==> src/hw/rtl/rpb_pkg.sv <==
// Shared types and constants for the RGB pixel blend unit.
// No dependencies; every other file imports this package.
package rpb_pkg;

   localparam int PIX_W          = 8;
   localparam int GAIN_W         = 16;
   localparam int GAIN_FRAC_BITS = 8;
   localparam int CSR_INDEX_W    = 8;
   localparam int CSR_DATA_W     = 16;

   // Lane datapath widths
   localparam int PROD_W     = PIX_W + GAIN_W;      // full multiplier output
   localparam int SUM_W      = PROD_W + 1;          // product plus rounding half
   localparam int QIN_W      = 17;                  // largest quotient dividend
   localparam int DIVM_W     = QIN_W + 1;           // dividend plus 127
   localparam int QEST_W     = DIVM_W - PIX_W;      // estimated quotient
   localparam int SCALE_HALF = 1 << (GAIN_FRAC_BITS - 1);

   typedef enum logic [2:0] {
      MODE_MULTIPLY = 3'd0,
      MODE_SCREEN   = 3'd1,
      MODE_OVERLAY  = 3'd2,
      MODE_SUBTRACT = 3'd3,
      MODE_ADD      = 3'd4,
      MODE_SCALE    = 3'd5
   } blend_mode_type;

   typedef enum logic [CSR_INDEX_W-1:0] {
      CSR_BLEND_MODE = 8'd0,
      CSR_GAIN_RED   = 8'd1,
      CSR_GAIN_GREEN = 8'd2,
      CSR_GAIN_BLUE  = 8'd3
   } csr_index_type;

   // How the last stage forms a lane result
   typedef enum logic [1:0] {
      KIND_QUOT,      // round(n/255)
      KIND_QUOT_INV,  // 255 - round(n/255)
      KIND_SCALE,     // rounded, saturated gain product
      KIND_PASS       // value settled in the first stage
   } lane_kind_type;

   // Per-stage load enables, driven by the pipeline control in the top level
   typedef struct packed {
      logic s1;
      logic s2;
      logic s3;
      logic s4;
   } stg_en_type;

   localparam logic [PIX_W-1:0] PIX_MAX = '1;

endpackage

==> src/hw/rtl/rpb_if.sv <==
// Valid/ready channel interfaces for the RGB pixel blend unit.
// Depends on rpb_pkg for field widths.
interface rpb_req_if import rpb_pkg::*; ();
   logic             valid;
   logic             ready;
   logic [PIX_W-1:0] top_red;
   logic [PIX_W-1:0] top_green;
   logic [PIX_W-1:0] top_blue;
   logic [PIX_W-1:0] bottom_red;
   logic [PIX_W-1:0] bottom_green;
   logic [PIX_W-1:0] bottom_blue;

   modport source (output valid, top_red, top_green, top_blue,
                   bottom_red, bottom_green, bottom_blue, input ready);
   modport sink   (input valid, top_red, top_green, top_blue,
                   bottom_red, bottom_green, bottom_blue, output ready);
endinterface

interface rpb_rsp_if import rpb_pkg::*; ();
   logic             valid;
   logic             ready;
   logic [PIX_W-1:0] out_red;
   logic [PIX_W-1:0] out_green;
   logic [PIX_W-1:0] out_blue;

   modport source (output valid, out_red, out_green, out_blue, input ready);
   modport sink   (input valid, out_red, out_green, out_blue, output ready);
endinterface

interface rpb_csr_if import rpb_pkg::*; ();
   logic                   valid;
   logic                   ready;
   logic [CSR_INDEX_W-1:0] index;
   logic [CSR_DATA_W-1:0]  data;

   modport source (output valid, index, data, input ready);
   modport sink   (input valid, index, data, output ready);
endinterface

==> src/hw/rtl/rpb_lane.sv <==
// One color channel of the blend datapath: four register stages.
// Depends on rpb_pkg; stage enables come from the top level.
module rpb_lane import rpb_pkg::*; (
   input  logic              clock,
   input  stg_en_type        stg_en,
   input  blend_mode_type    mode,
   input  logic [GAIN_W-1:0] gain,
   input  logic [PIX_W-1:0]  top,
   input  logic [PIX_W-1:0]  bottom,
   output logic [PIX_W-1:0]  result
);

   // Stage 1: operand select, add/subtract
   logic [PIX_W-1:0]  x1_in, x1_ff;
   logic [GAIN_W-1:0] y1_in, y1_ff;
   logic              dbl1_in, dbl1_ff;
   lane_kind_type     kind1_in, kind1_ff;
   logic [PIX_W-1:0]  pass1_in, pass1_ff;
   logic [PIX_W:0]    addsum;

   // Stage 2: product
   logic [PROD_W-1:0] prod;
   logic [PROD_W-1:0] n2_in, n2_ff;
   lane_kind_type     kind2_ff;
   logic [PIX_W-1:0]  pass2_ff;

   // Stage 3: quotient estimate, scale rounding
   logic [DIVM_W-1:0] m3_in, m3_ff;
   logic [DIVM_W-1:0] mq_sum;
   logic [QEST_W-1:0] q3_in, q3_ff;
   logic [SUM_W-1:0]  scale_sum;
   logic [SUM_W-1:0]  scale_sh;
   logic [PIX_W-1:0]  pass3_in, pass3_ff;
   lane_kind_type     kind3_ff;

   // Stage 4: quotient correction and final form
   logic [DIVM_W-1:0] rem;
   logic [QEST_W-1:0] q4;
   logic [PIX_W-1:0]  out_in, out_ff;

   always_comb begin
      addsum   = {1'b0, bottom} + {1'b0, top};
      x1_in    = bottom;
      y1_in    = GAIN_W'(top);
      dbl1_in  = 1'b0;
      kind1_in = KIND_PASS;
      pass1_in = bottom;
      case (mode)
         MODE_MULTIPLY: begin
            kind1_in = KIND_QUOT;
         end
         MODE_SCREEN: begin
            x1_in    = ~bottom;
            y1_in    = GAIN_W'(PIX_MAX - top);
            kind1_in = KIND_QUOT_INV;
         end
         MODE_OVERLAY: begin
            dbl1_in = 1'b1;
            if (bottom[PIX_W-1]) begin
               x1_in    = ~bottom;
               y1_in    = GAIN_W'(PIX_MAX - top);
               kind1_in = KIND_QUOT_INV;
            end else begin
               kind1_in = KIND_QUOT;
            end
         end
         MODE_SUBTRACT: begin
            pass1_in = (bottom >= top) ? (bottom - top) : '0;
         end
         MODE_ADD: begin
            pass1_in = addsum[PIX_W] ? PIX_MAX : addsum[PIX_W-1:0];
         end
         MODE_SCALE: begin
            y1_in    = gain;
            kind1_in = KIND_SCALE;
         end
         default: begin
            pass1_in = bottom;   // unused modes pass the bottom pixel
         end
      endcase
   end

   always_ff @(posedge clock) begin
      if (stg_en.s1) begin
         x1_ff    <= x1_in;
         y1_ff    <= y1_in;
         dbl1_ff  <= dbl1_in;
         kind1_ff <= kind1_in;
         pass1_ff <= pass1_in;
      end
   end

   assign prod  = PROD_W'(x1_ff) * PROD_W'(y1_ff);
   assign n2_in = dbl1_ff ? {prod[PROD_W-2:0], 1'b0} : prod;

   always_ff @(posedge clock) begin
      if (stg_en.s2) begin
         n2_ff    <= n2_in;
         kind2_ff <= kind1_ff;
         pass2_ff <= pass1_ff;
      end
   end

   // floor((n+127)/255) estimated as (m + m/256)/256; at most one low
   assign m3_in  = DIVM_W'(n2_ff[QIN_W-1:0]) + DIVM_W'(127);
   assign mq_sum = m3_in + (m3_in >> PIX_W);
   assign q3_in  = mq_sum[DIVM_W-1:PIX_W];

   assign scale_sum = SUM_W'(n2_ff) + SUM_W'(SCALE_HALF);
   assign scale_sh  = scale_sum >> GAIN_FRAC_BITS;

   always_comb begin
      pass3_in = pass2_ff;
      if (kind2_ff == KIND_SCALE) begin
         pass3_in = (|scale_sh[SUM_W-1:PIX_W]) ? PIX_MAX : scale_sh[PIX_W-1:0];
      end
   end

   always_ff @(posedge clock) begin
      if (stg_en.s3) begin
         m3_ff    <= m3_in;
         q3_ff    <= q3_in;
         pass3_ff <= pass3_in;
         kind3_ff <= kind2_ff;
      end
   end

   // remainder = m - 255*q
   assign rem = m3_ff - {q3_ff, {PIX_W{1'b0}}} + DIVM_W'(q3_ff);
   assign q4  = q3_ff + QEST_W'(rem >= DIVM_W'(255));

   always_comb begin
      case (kind3_ff)
         KIND_QUOT:     out_in = q4[PIX_W-1:0];
         KIND_QUOT_INV: out_in = ~q4[PIX_W-1:0];
         default:       out_in = pass3_ff;
      endcase
   end

   always_ff @(posedge clock) begin
      if (stg_en.s4) begin
         out_ff <= out_in;
      end
   end

   assign result = out_ff;

endmodule

==> src/hw/rtl/rgb_pixel_blend_unit.sv <==
// Top level of the RGB pixel blend unit: config registers, pipeline
// control and three channel lanes. Depends on rpb_pkg, rpb_if, rpb_lane.
//
// Usage
//   req_bus : one top and one bottom RGB pixel per transfer.
//   rsp_bus : one blended RGB pixel per request, in request order.
//   csr_bus : register writes (0 blend_mode, 1..3 gain_red/green/blue,
//             unsigned 8.8). Always ready; writes beyond index 3 are dropped.
//             Write only while no pixel is in flight.
//   Modes: multiply, screen, overlay, subtract, add, scale (gain, saturating).
//   Modes 6 and 7 return the bottom pixel.
//
// Timing
//   Four register stages: operand select, multiply, divide-by-255 estimate,
//   correction. A result is registered in each stage in turn before it is
//   presented on rsp_bus. One pixel per clock sustained while rsp_bus accepts;
//   the multiplier per lane sets the stage split.
//   When rsp_bus stalls, stages fill from the output backward; req_bus.ready
//   drops only once every stage holds a pixel. Nothing is dropped or repeated.
//   Reset (synchronous) empties the pipeline and restores mode 0 (multiply)
//   and unity gains.
module rgb_pixel_blend_unit import rpb_pkg::*; (
   input  logic       clock,
   input  logic       reset,
   rpb_req_if.sink    req_bus,
   rpb_rsp_if.source  rsp_bus,
   rpb_csr_if.sink    csr_bus
);

   // ---------------- configuration registers ----------------
   blend_mode_type    mode_ff;
   logic [GAIN_W-1:0] gain_red_ff;
   logic [GAIN_W-1:0] gain_green_ff;
   logic [GAIN_W-1:0] gain_blue_ff;
   logic              csr_xfer;

   assign csr_bus.ready = 1'b1;
   assign csr_xfer      = csr_bus.valid && csr_bus.ready;

   always_ff @(posedge clock) begin
      if (reset) begin
         mode_ff       <= MODE_MULTIPLY;
         gain_red_ff   <= GAIN_W'(1 << GAIN_FRAC_BITS);
         gain_green_ff <= GAIN_W'(1 << GAIN_FRAC_BITS);
         gain_blue_ff  <= GAIN_W'(1 << GAIN_FRAC_BITS);
      end else if (csr_xfer) begin
         case (csr_bus.index)
            CSR_BLEND_MODE: mode_ff       <= blend_mode_type'(csr_bus.data[2:0]);
            CSR_GAIN_RED:   gain_red_ff   <= csr_bus.data[GAIN_W-1:0];
            CSR_GAIN_GREEN: gain_green_ff <= csr_bus.data[GAIN_W-1:0];
            CSR_GAIN_BLUE:  gain_blue_ff  <= csr_bus.data[GAIN_W-1:0];
            default: ;  // out-of-range index: ignored
         endcase
      end
   end

   // ---------------- pipeline control ----------------
   // A stage loads when it is empty or the stage after it loads.
   logic       v1_ff, v2_ff, v3_ff, v4_ff;
   stg_en_type stg_en;

   assign stg_en.s4 = !v4_ff || rsp_bus.ready;
   assign stg_en.s3 = !v3_ff || stg_en.s4;
   assign stg_en.s2 = !v2_ff || stg_en.s3;
   assign stg_en.s1 = !v1_ff || stg_en.s2;

   assign req_bus.ready = stg_en.s1;
   assign rsp_bus.valid = v4_ff;

   always_ff @(posedge clock) begin
      if (reset) begin
         v1_ff <= 1'b0;
         v2_ff <= 1'b0;
         v3_ff <= 1'b0;
         v4_ff <= 1'b0;
      end else begin
         if (stg_en.s1) v1_ff <= req_bus.valid;
         if (stg_en.s2) v2_ff <= v1_ff;
         if (stg_en.s3) v3_ff <= v2_ff;
         if (stg_en.s4) v4_ff <= v3_ff;
      end
   end

   // ---------------- channel lanes ----------------
   rpb_lane u_lane_red (
      .clock  (clock),
      .stg_en (stg_en),
      .mode   (mode_ff),
      .gain   (gain_red_ff),
      .top    (req_bus.top_red),
      .bottom (req_bus.bottom_red),
      .result (rsp_bus.out_red)
   );

   rpb_lane u_lane_green (
      .clock  (clock),
      .stg_en (stg_en),
      .mode   (mode_ff),
      .gain   (gain_green_ff),
      .top    (req_bus.top_green),
      .bottom (req_bus.bottom_green),
      .result (rsp_bus.out_green)
   );

   rpb_lane u_lane_blue (
      .clock  (clock),
      .stg_en (stg_en),
      .mode   (mode_ff),
      .gain   (gain_blue_ff),
      .top    (req_bus.top_blue),
      .bottom (req_bus.bottom_blue),
      .result (rsp_bus.out_blue)
   );

   // ---------------- assertions ----------------
   // Input backpressure only when every stage is occupied and output stalls.
   a_ready_when_room: assert property (@(posedge clock) disable iff (reset)
      !req_bus.ready |-> (v1_ff && v2_ff && v3_ff && v4_ff && !rsp_bus.ready))
      else $error("req stalled while pipeline has room");

   // A pixel in stage 1 moving on must appear in stage 2.
   a_no_loss: assert property (@(posedge clock) disable iff (reset)
      (v1_ff && stg_en.s2) |=> v2_ff)
      else $error("pixel lost between stage 1 and 2");

   // Gain write lands in the register.
   a_gain_write: assert property (@(posedge clock) disable iff (reset)
      (csr_xfer && csr_bus.index == CSR_GAIN_RED) |=>
      (gain_red_ff == $past(csr_bus.data[GAIN_W-1:0])))
      else $error("gain_red write not taken");

   // Reset empties the output stage.
   a_reset_empty: assert property (@(posedge clock)
      reset |=> !rsp_bus.valid)
      else $error("rsp valid after reset");

endmodule
==> src/flat_wrapper.sv <==
// flat-port wrapper written by rule: the top's interface ports become plain ports
module rgb_pixel_blend_unit_flat import rpb_pkg::*;
  (clock, reset, req_bus_valid, req_bus_top_red, req_bus_top_green, req_bus_top_blue, req_bus_bottom_red, req_bus_bottom_green, req_bus_bottom_blue, req_bus_ready, rsp_bus_valid, rsp_bus_out_red, rsp_bus_out_green, rsp_bus_out_blue, rsp_bus_ready, csr_bus_valid, csr_bus_index, csr_bus_data, csr_bus_ready);
  rpb_req_if req_bus_i ();
  rpb_rsp_if rsp_bus_i ();
  rpb_csr_if csr_bus_i ();
  input  logic clock;
  input  logic reset;
  input wire logic [$bits(req_bus_i.valid)-1:0] req_bus_valid;
  input wire logic [$bits(req_bus_i.top_red)-1:0] req_bus_top_red;
  input wire logic [$bits(req_bus_i.top_green)-1:0] req_bus_top_green;
  input wire logic [$bits(req_bus_i.top_blue)-1:0] req_bus_top_blue;
  input wire logic [$bits(req_bus_i.bottom_red)-1:0] req_bus_bottom_red;
  input wire logic [$bits(req_bus_i.bottom_green)-1:0] req_bus_bottom_green;
  input wire logic [$bits(req_bus_i.bottom_blue)-1:0] req_bus_bottom_blue;
  output wire logic [$bits(req_bus_i.ready)-1:0] req_bus_ready;
  output wire logic [$bits(rsp_bus_i.valid)-1:0] rsp_bus_valid;
  output wire logic [$bits(rsp_bus_i.out_red)-1:0] rsp_bus_out_red;
  output wire logic [$bits(rsp_bus_i.out_green)-1:0] rsp_bus_out_green;
  output wire logic [$bits(rsp_bus_i.out_blue)-1:0] rsp_bus_out_blue;
  input wire logic [$bits(rsp_bus_i.ready)-1:0] rsp_bus_ready;
  input wire logic [$bits(csr_bus_i.valid)-1:0] csr_bus_valid;
  input wire logic [$bits(csr_bus_i.index)-1:0] csr_bus_index;
  input wire logic [$bits(csr_bus_i.data)-1:0] csr_bus_data;
  output wire logic [$bits(csr_bus_i.ready)-1:0] csr_bus_ready;
  assign req_bus_i.valid = req_bus_valid;
  assign req_bus_i.top_red = req_bus_top_red;
  assign req_bus_i.top_green = req_bus_top_green;
  assign req_bus_i.top_blue = req_bus_top_blue;
  assign req_bus_i.bottom_red = req_bus_bottom_red;
  assign req_bus_i.bottom_green = req_bus_bottom_green;
  assign req_bus_i.bottom_blue = req_bus_bottom_blue;
  assign req_bus_ready = req_bus_i.ready;
  assign rsp_bus_valid = rsp_bus_i.valid;
  assign rsp_bus_out_red = rsp_bus_i.out_red;
  assign rsp_bus_out_green = rsp_bus_i.out_green;
  assign rsp_bus_out_blue = rsp_bus_i.out_blue;
  assign rsp_bus_i.ready = rsp_bus_ready;
  assign csr_bus_i.valid = csr_bus_valid;
  assign csr_bus_i.index = csr_bus_index;
  assign csr_bus_i.data = csr_bus_data;
  assign csr_bus_ready = csr_bus_i.ready;
  rgb_pixel_blend_unit u_core (.clock(clock), .reset(reset), .req_bus(req_bus_i), .rsp_bus(rsp_bus_i), .csr_bus(csr_bus_i));
endmodule
==> config.mk <==
export PLATFORM = sky130hd
export DESIGN_NAME = rgb_pixel_blend_unit_flat
export DESIGN_NICKNAME = d
export VERILOG_FILES = /design/src/hw/rtl/rpb_pkg.sv /design/src/hw/rtl/rpb_if.sv /design/src/hw/rtl/rpb_lane.sv /design/src/hw/rtl/rgb_pixel_blend_unit.sv /design/src/flat_wrapper.sv
export SDC_FILE = /design/constraint.sdc
export NUM_CORES = 2
export LEC_CHECK = 0
export BUFFER_PORTS_ARGS = -buffer_cell sky130_fd_sc_hd__buf_2
export CAP_MARGIN = 20
export CORE_MARGIN = 1.5
export CORE_UTILIZATION = 50
export DETAILED_ROUTE_END_ITERATION = 7
export GPL_ROUTABILITY_DRIVEN = 0
export HOLD_SLACK_MARGIN = 0.05
export PLACE_DENSITY = 0.66
export SLEW_MARGIN = 20
export SYNTH_ARGS = -nofsm -noshare
export SYNTH_HDL_FRONTEND = slang
export SYNTH_SLANG_ARGS = --single-unit
==> constraint.sdc <==
create_clock -name clock -period 6.3 [get_ports clock]
set_clock_uncertainty 0.05 [all_clocks]
set_input_delay 0 -clock clock [delete_from_list [all_inputs] [get_ports clock]]
set_output_delay 0 -clock clock [all_outputs]
set_load 0.03 [all_outputs]
==> impl_metrics.toml <==
[min_path]
worstHoldPathCells = 5
hold_path.class = "input pin to flop"
min_from = "csr_bus_index[2]"
holdPathEnd = "u_core.gain_blue_ff[15]"

[sta]
worst_hold_slack_ps = 128
tns_ps = 0
hold_viol = 0
drv_slew = 0
post-route-period-util = 0.901
tightestPinTransition_ps = 997
rsz0062_at_grt = "no"
slew_headroom = 0.333
max_freq_ghz = 0.176
setup_violations = 0
min_period_ps = 5680

[global_routing]
grt.total_usage = 0.221
grt_pass1_wl_mm = 129
overflow = 0
grt_max_degree = 82
antenna_found_initial = 2
grt_pass1_vias = 25000

[setup_path]
critPathSlowestCell = "edfxtp_1"
cp_slowest_stage_delay_ps = 590
crit_chain = "and2_1 -> fa_1 -> fa_1 -> fa_1 -> inv_1 -> fa_1 -> inv_1 -> ha_1 -> a41o_1 -> a21oi_1 -> o22ai_1 -> o311ai_0 -> nand2_1 -> a2111o_1 -> a21oi_1 -> nor3b_1"
end_kind = "flop"
worstPathRequired_ps = 6570
crit_top_cell = "fa_1"
crit_arrival_ps = 5950
r2r_end = "u_core.u_lane_blue.n2_ff[21]"
worstPathMaxFanout = 16
worstReg2RegStart = "u_core.u_lane_blue.x1_ff[7]"
start_kind = "flop"
ff2ff_path_depth = 16
regToRegSetupSlack_ps = 620
worstSetupPathType = "flop to flop"

[routing]
wl_met2_mm = 34.5
ant_nets = 0
highest_layer = "met4"
wl_met1_mm = 37.9
wirelength_mm = 78.1
drtIter0Drc = 1475
dr_wl_met3_mm = 3.91
drt_first_pass_iters = 7
drc_errors = 0
via_per_inst = 5.23
wl_per_cell_um = 16.1
vias = 25400

[layout]
drive_gt1_frac = 0.0585
num-fill-cells = 6267
final_cell_mix = "547 x inv_1, 487 x nand2_1, 337 x edfxtp_1"
area_growth_pct = 9.92
layout_commonest_cell = "inv_1"
multi_input_area_mm2 = 0.0217
nNetsFinal = 4531
regArea_mm2 = 0.0112

[synthesis]
avgSynthCellArea_um2 = 9.42
synthCells = 3750
async_reset_ff_frac = 0
synth_edf_count = 337
synth_cell_types = 84
syn-cell-area_mm2 = 0.0353
ys_seq_area_frac = 0.318
synth_fp_nets = 4403
yosysWarnings = 0
ys_ff_latch = 392
synth_ff_type = "edfxtp_1"

[place]
io_buffers = 102
dp_hpwl_mm = 61.4

[clock_tree]
clk_latency_ps = 580
cts_inserted_buffers = 43
clockBufferDepth = 3
root_buffer = "clkbuf_16"
clkSlewWorstSetupHoldPaths_ps = 60
cts_htree_levels = 2
clock_sinks = 392
cts_tree = "yes"
cts_resized = 0

[floorplan]
coreArea_mm2 = 0.0700
die_w_um = 269
ioPinCount = 104
dieArea_mm2 = 0.0723
start_util = 0.505
rows = 97
die_h_um = 269

[run_status]
status = "finished clean"

[power]
vdd_drop_max_mv = 0.214
leakagePower_nw = 17.7
power_density_mw_per_mm2 = 352
p_total_w = 0.0137

[run]
cap_violations = 0
-- sequential cells by signal, indices dropped and copies added, names as in the netlist, 10 cells and up --
name / flops
u_core.u_lane_blue.n2_ff: 24
u_core.u_lane_green.n2_ff: 24
u_core.u_lane_red.n2_ff: 24
u_core.u_lane_blue.m3_ff: 18
u_core.u_lane_green.m3_ff: 18
u_core.u_lane_red.m3_ff: 18
u_core.gain_blue_ff: 16
u_core.gain_green_ff: 16
u_core.gain_red_ff: 16
u_core.u_lane_blue.y1_ff: 16
u_core.u_lane_green.y1_ff: 16
u_core.u_lane_red.y1_ff: 16
u_core.u_lane_blue.q3_ff: 10
u_core.u_lane_green.q3_ff: 10
u_core.u_lane_red.q3_ff: 10
-- cell type report --
type	count	share of cell area
clock buffer	58	0.0300
sequential	392	0.289
tap	940	0.0303
clock inverter	21	0.00464
antenna	1	0.0000644
inverter	549	0.0531
timing repair buffer	190	0.0352
multi-input combinational	2702	0.558
-- per-layer routing --
metal	vias to the layer above	GRT usage
met5	-	0
met4	0	0.0597
met1	11900	0.319
met2	558	0.348
li1	12800	-
met3	107	0.0333
-- cells in the mapped netlist, drive strengths merged (7+ instances only) --
cell     instances  share of area
nor2           144          0.015
ha             312           0.11
a21oi          218          0.031
dfxtp           55          0.031
mux2i           18         0.0051
nand2          489          0.052
nor3b            9         0.0021
o21ai          167          0.024
clkbuf          95          0.010
nand2b          29         0.0051
inv            548          0.058
nand4           20         0.0035
a22oi           10         0.0021
nand3b          11         0.0023
fa             264           0.15
a21o            54          0.011
a221o            7         0.0020
xor2            94          0.023
edfxtp         337           0.29
or2              9         0.0016
a211oi           8         0.0017
o211ai          10         0.0021
xnor2          166          0.041
and3            57          0.010
nor3            45         0.0065
nor2b           29         0.0051
mux2            26         0.0083
a31oi           14         0.0025
o31ai            9         0.0019
nand3           66         0.0093
o21a            17         0.0036
o2111ai          8         0.0022
o21bai          26         0.0055
nor4            11         0.0019
and2           248          0.044
o22ai           15         0.0027
buf             12         0.0017
-- worst max-delay path: cells and delay by family, from the launching register on --
kind | cells | cell delay [ps]
fa+ha+maj | 5 | 2500
compound gates | 6 | 1660
buf+inv | 2 | 90
flops | 1 | 590
simple gates | 3 | 510
-- worst max path at each step --
| stage | cells past startpoint | to | from | slack, ps |
|---|---|---|---|---|
| floorplan | 18 | u_core.u_lane_blue.n2_ff[21] | u_core.u_lane_blue.x1_ff[7] | 990 |
| global placement | 16 | u_core.u_lane_blue.n2_ff[21] | u_core.u_lane_blue.x1_ff[7] | 710 |
| CTS | 16 | u_core.u_lane_blue.n2_ff[21] | u_core.u_lane_blue.x1_ff[7] | 650 |
| detailed placement | 16 | u_core.u_lane_blue.n2_ff[21] | u_core.u_lane_blue.x1_ff[7] | 650 |
| global route | 16 | u_core.u_lane_blue.n2_ff[21] | u_core.u_lane_blue.x1_ff[7] | 320 |
| finish | 16 | u_core.u_lane_blue.n2_ff[21] | u_core.u_lane_blue.x1_ff[7] | 620 |
-- what timing repair did --
| item | 4_1_cts | 5_1_grt |
|---|---|---|
| hold buffers | 74 | 0 |
| buffers inserted | 0 | 0 |
| hold endpoints to repair | 138 | 0 |
-- power breakdown --
group          internal, W  switching [W]
registers          0.00351       0.000378
clock network      0.00139        0.00104
logic              0.00316        0.00418
-- per-stage QoR --
stage                     area (um2)  setup WS, ps  cells  utilization
after global placement         36700           710   4698        0.524
final                          38800           625   4853        0.555
after floorplan                35300           987   3750            -
after detailed placement       36700           651   4698        0.524
after CTS                      38800           648   4851        0.554
after global routing           38800           319   4853        0.555
-- kinds of logic (layout without fill, tap and decap cells) --
group,Yosys count,in the layout,synth area share
simple gates,1197,1197,0.166
buf+inv,656,818,0.0701
compound gates,624,624,0.108
fa+ha+maj,576,576,0.260
flops,392,392,0.318
xor+xnor,260,260,0.0644
mux,44,44,0.0134
other cells,1,2,0.000106
Note: power is estimated with default switching activity, not from simulation.
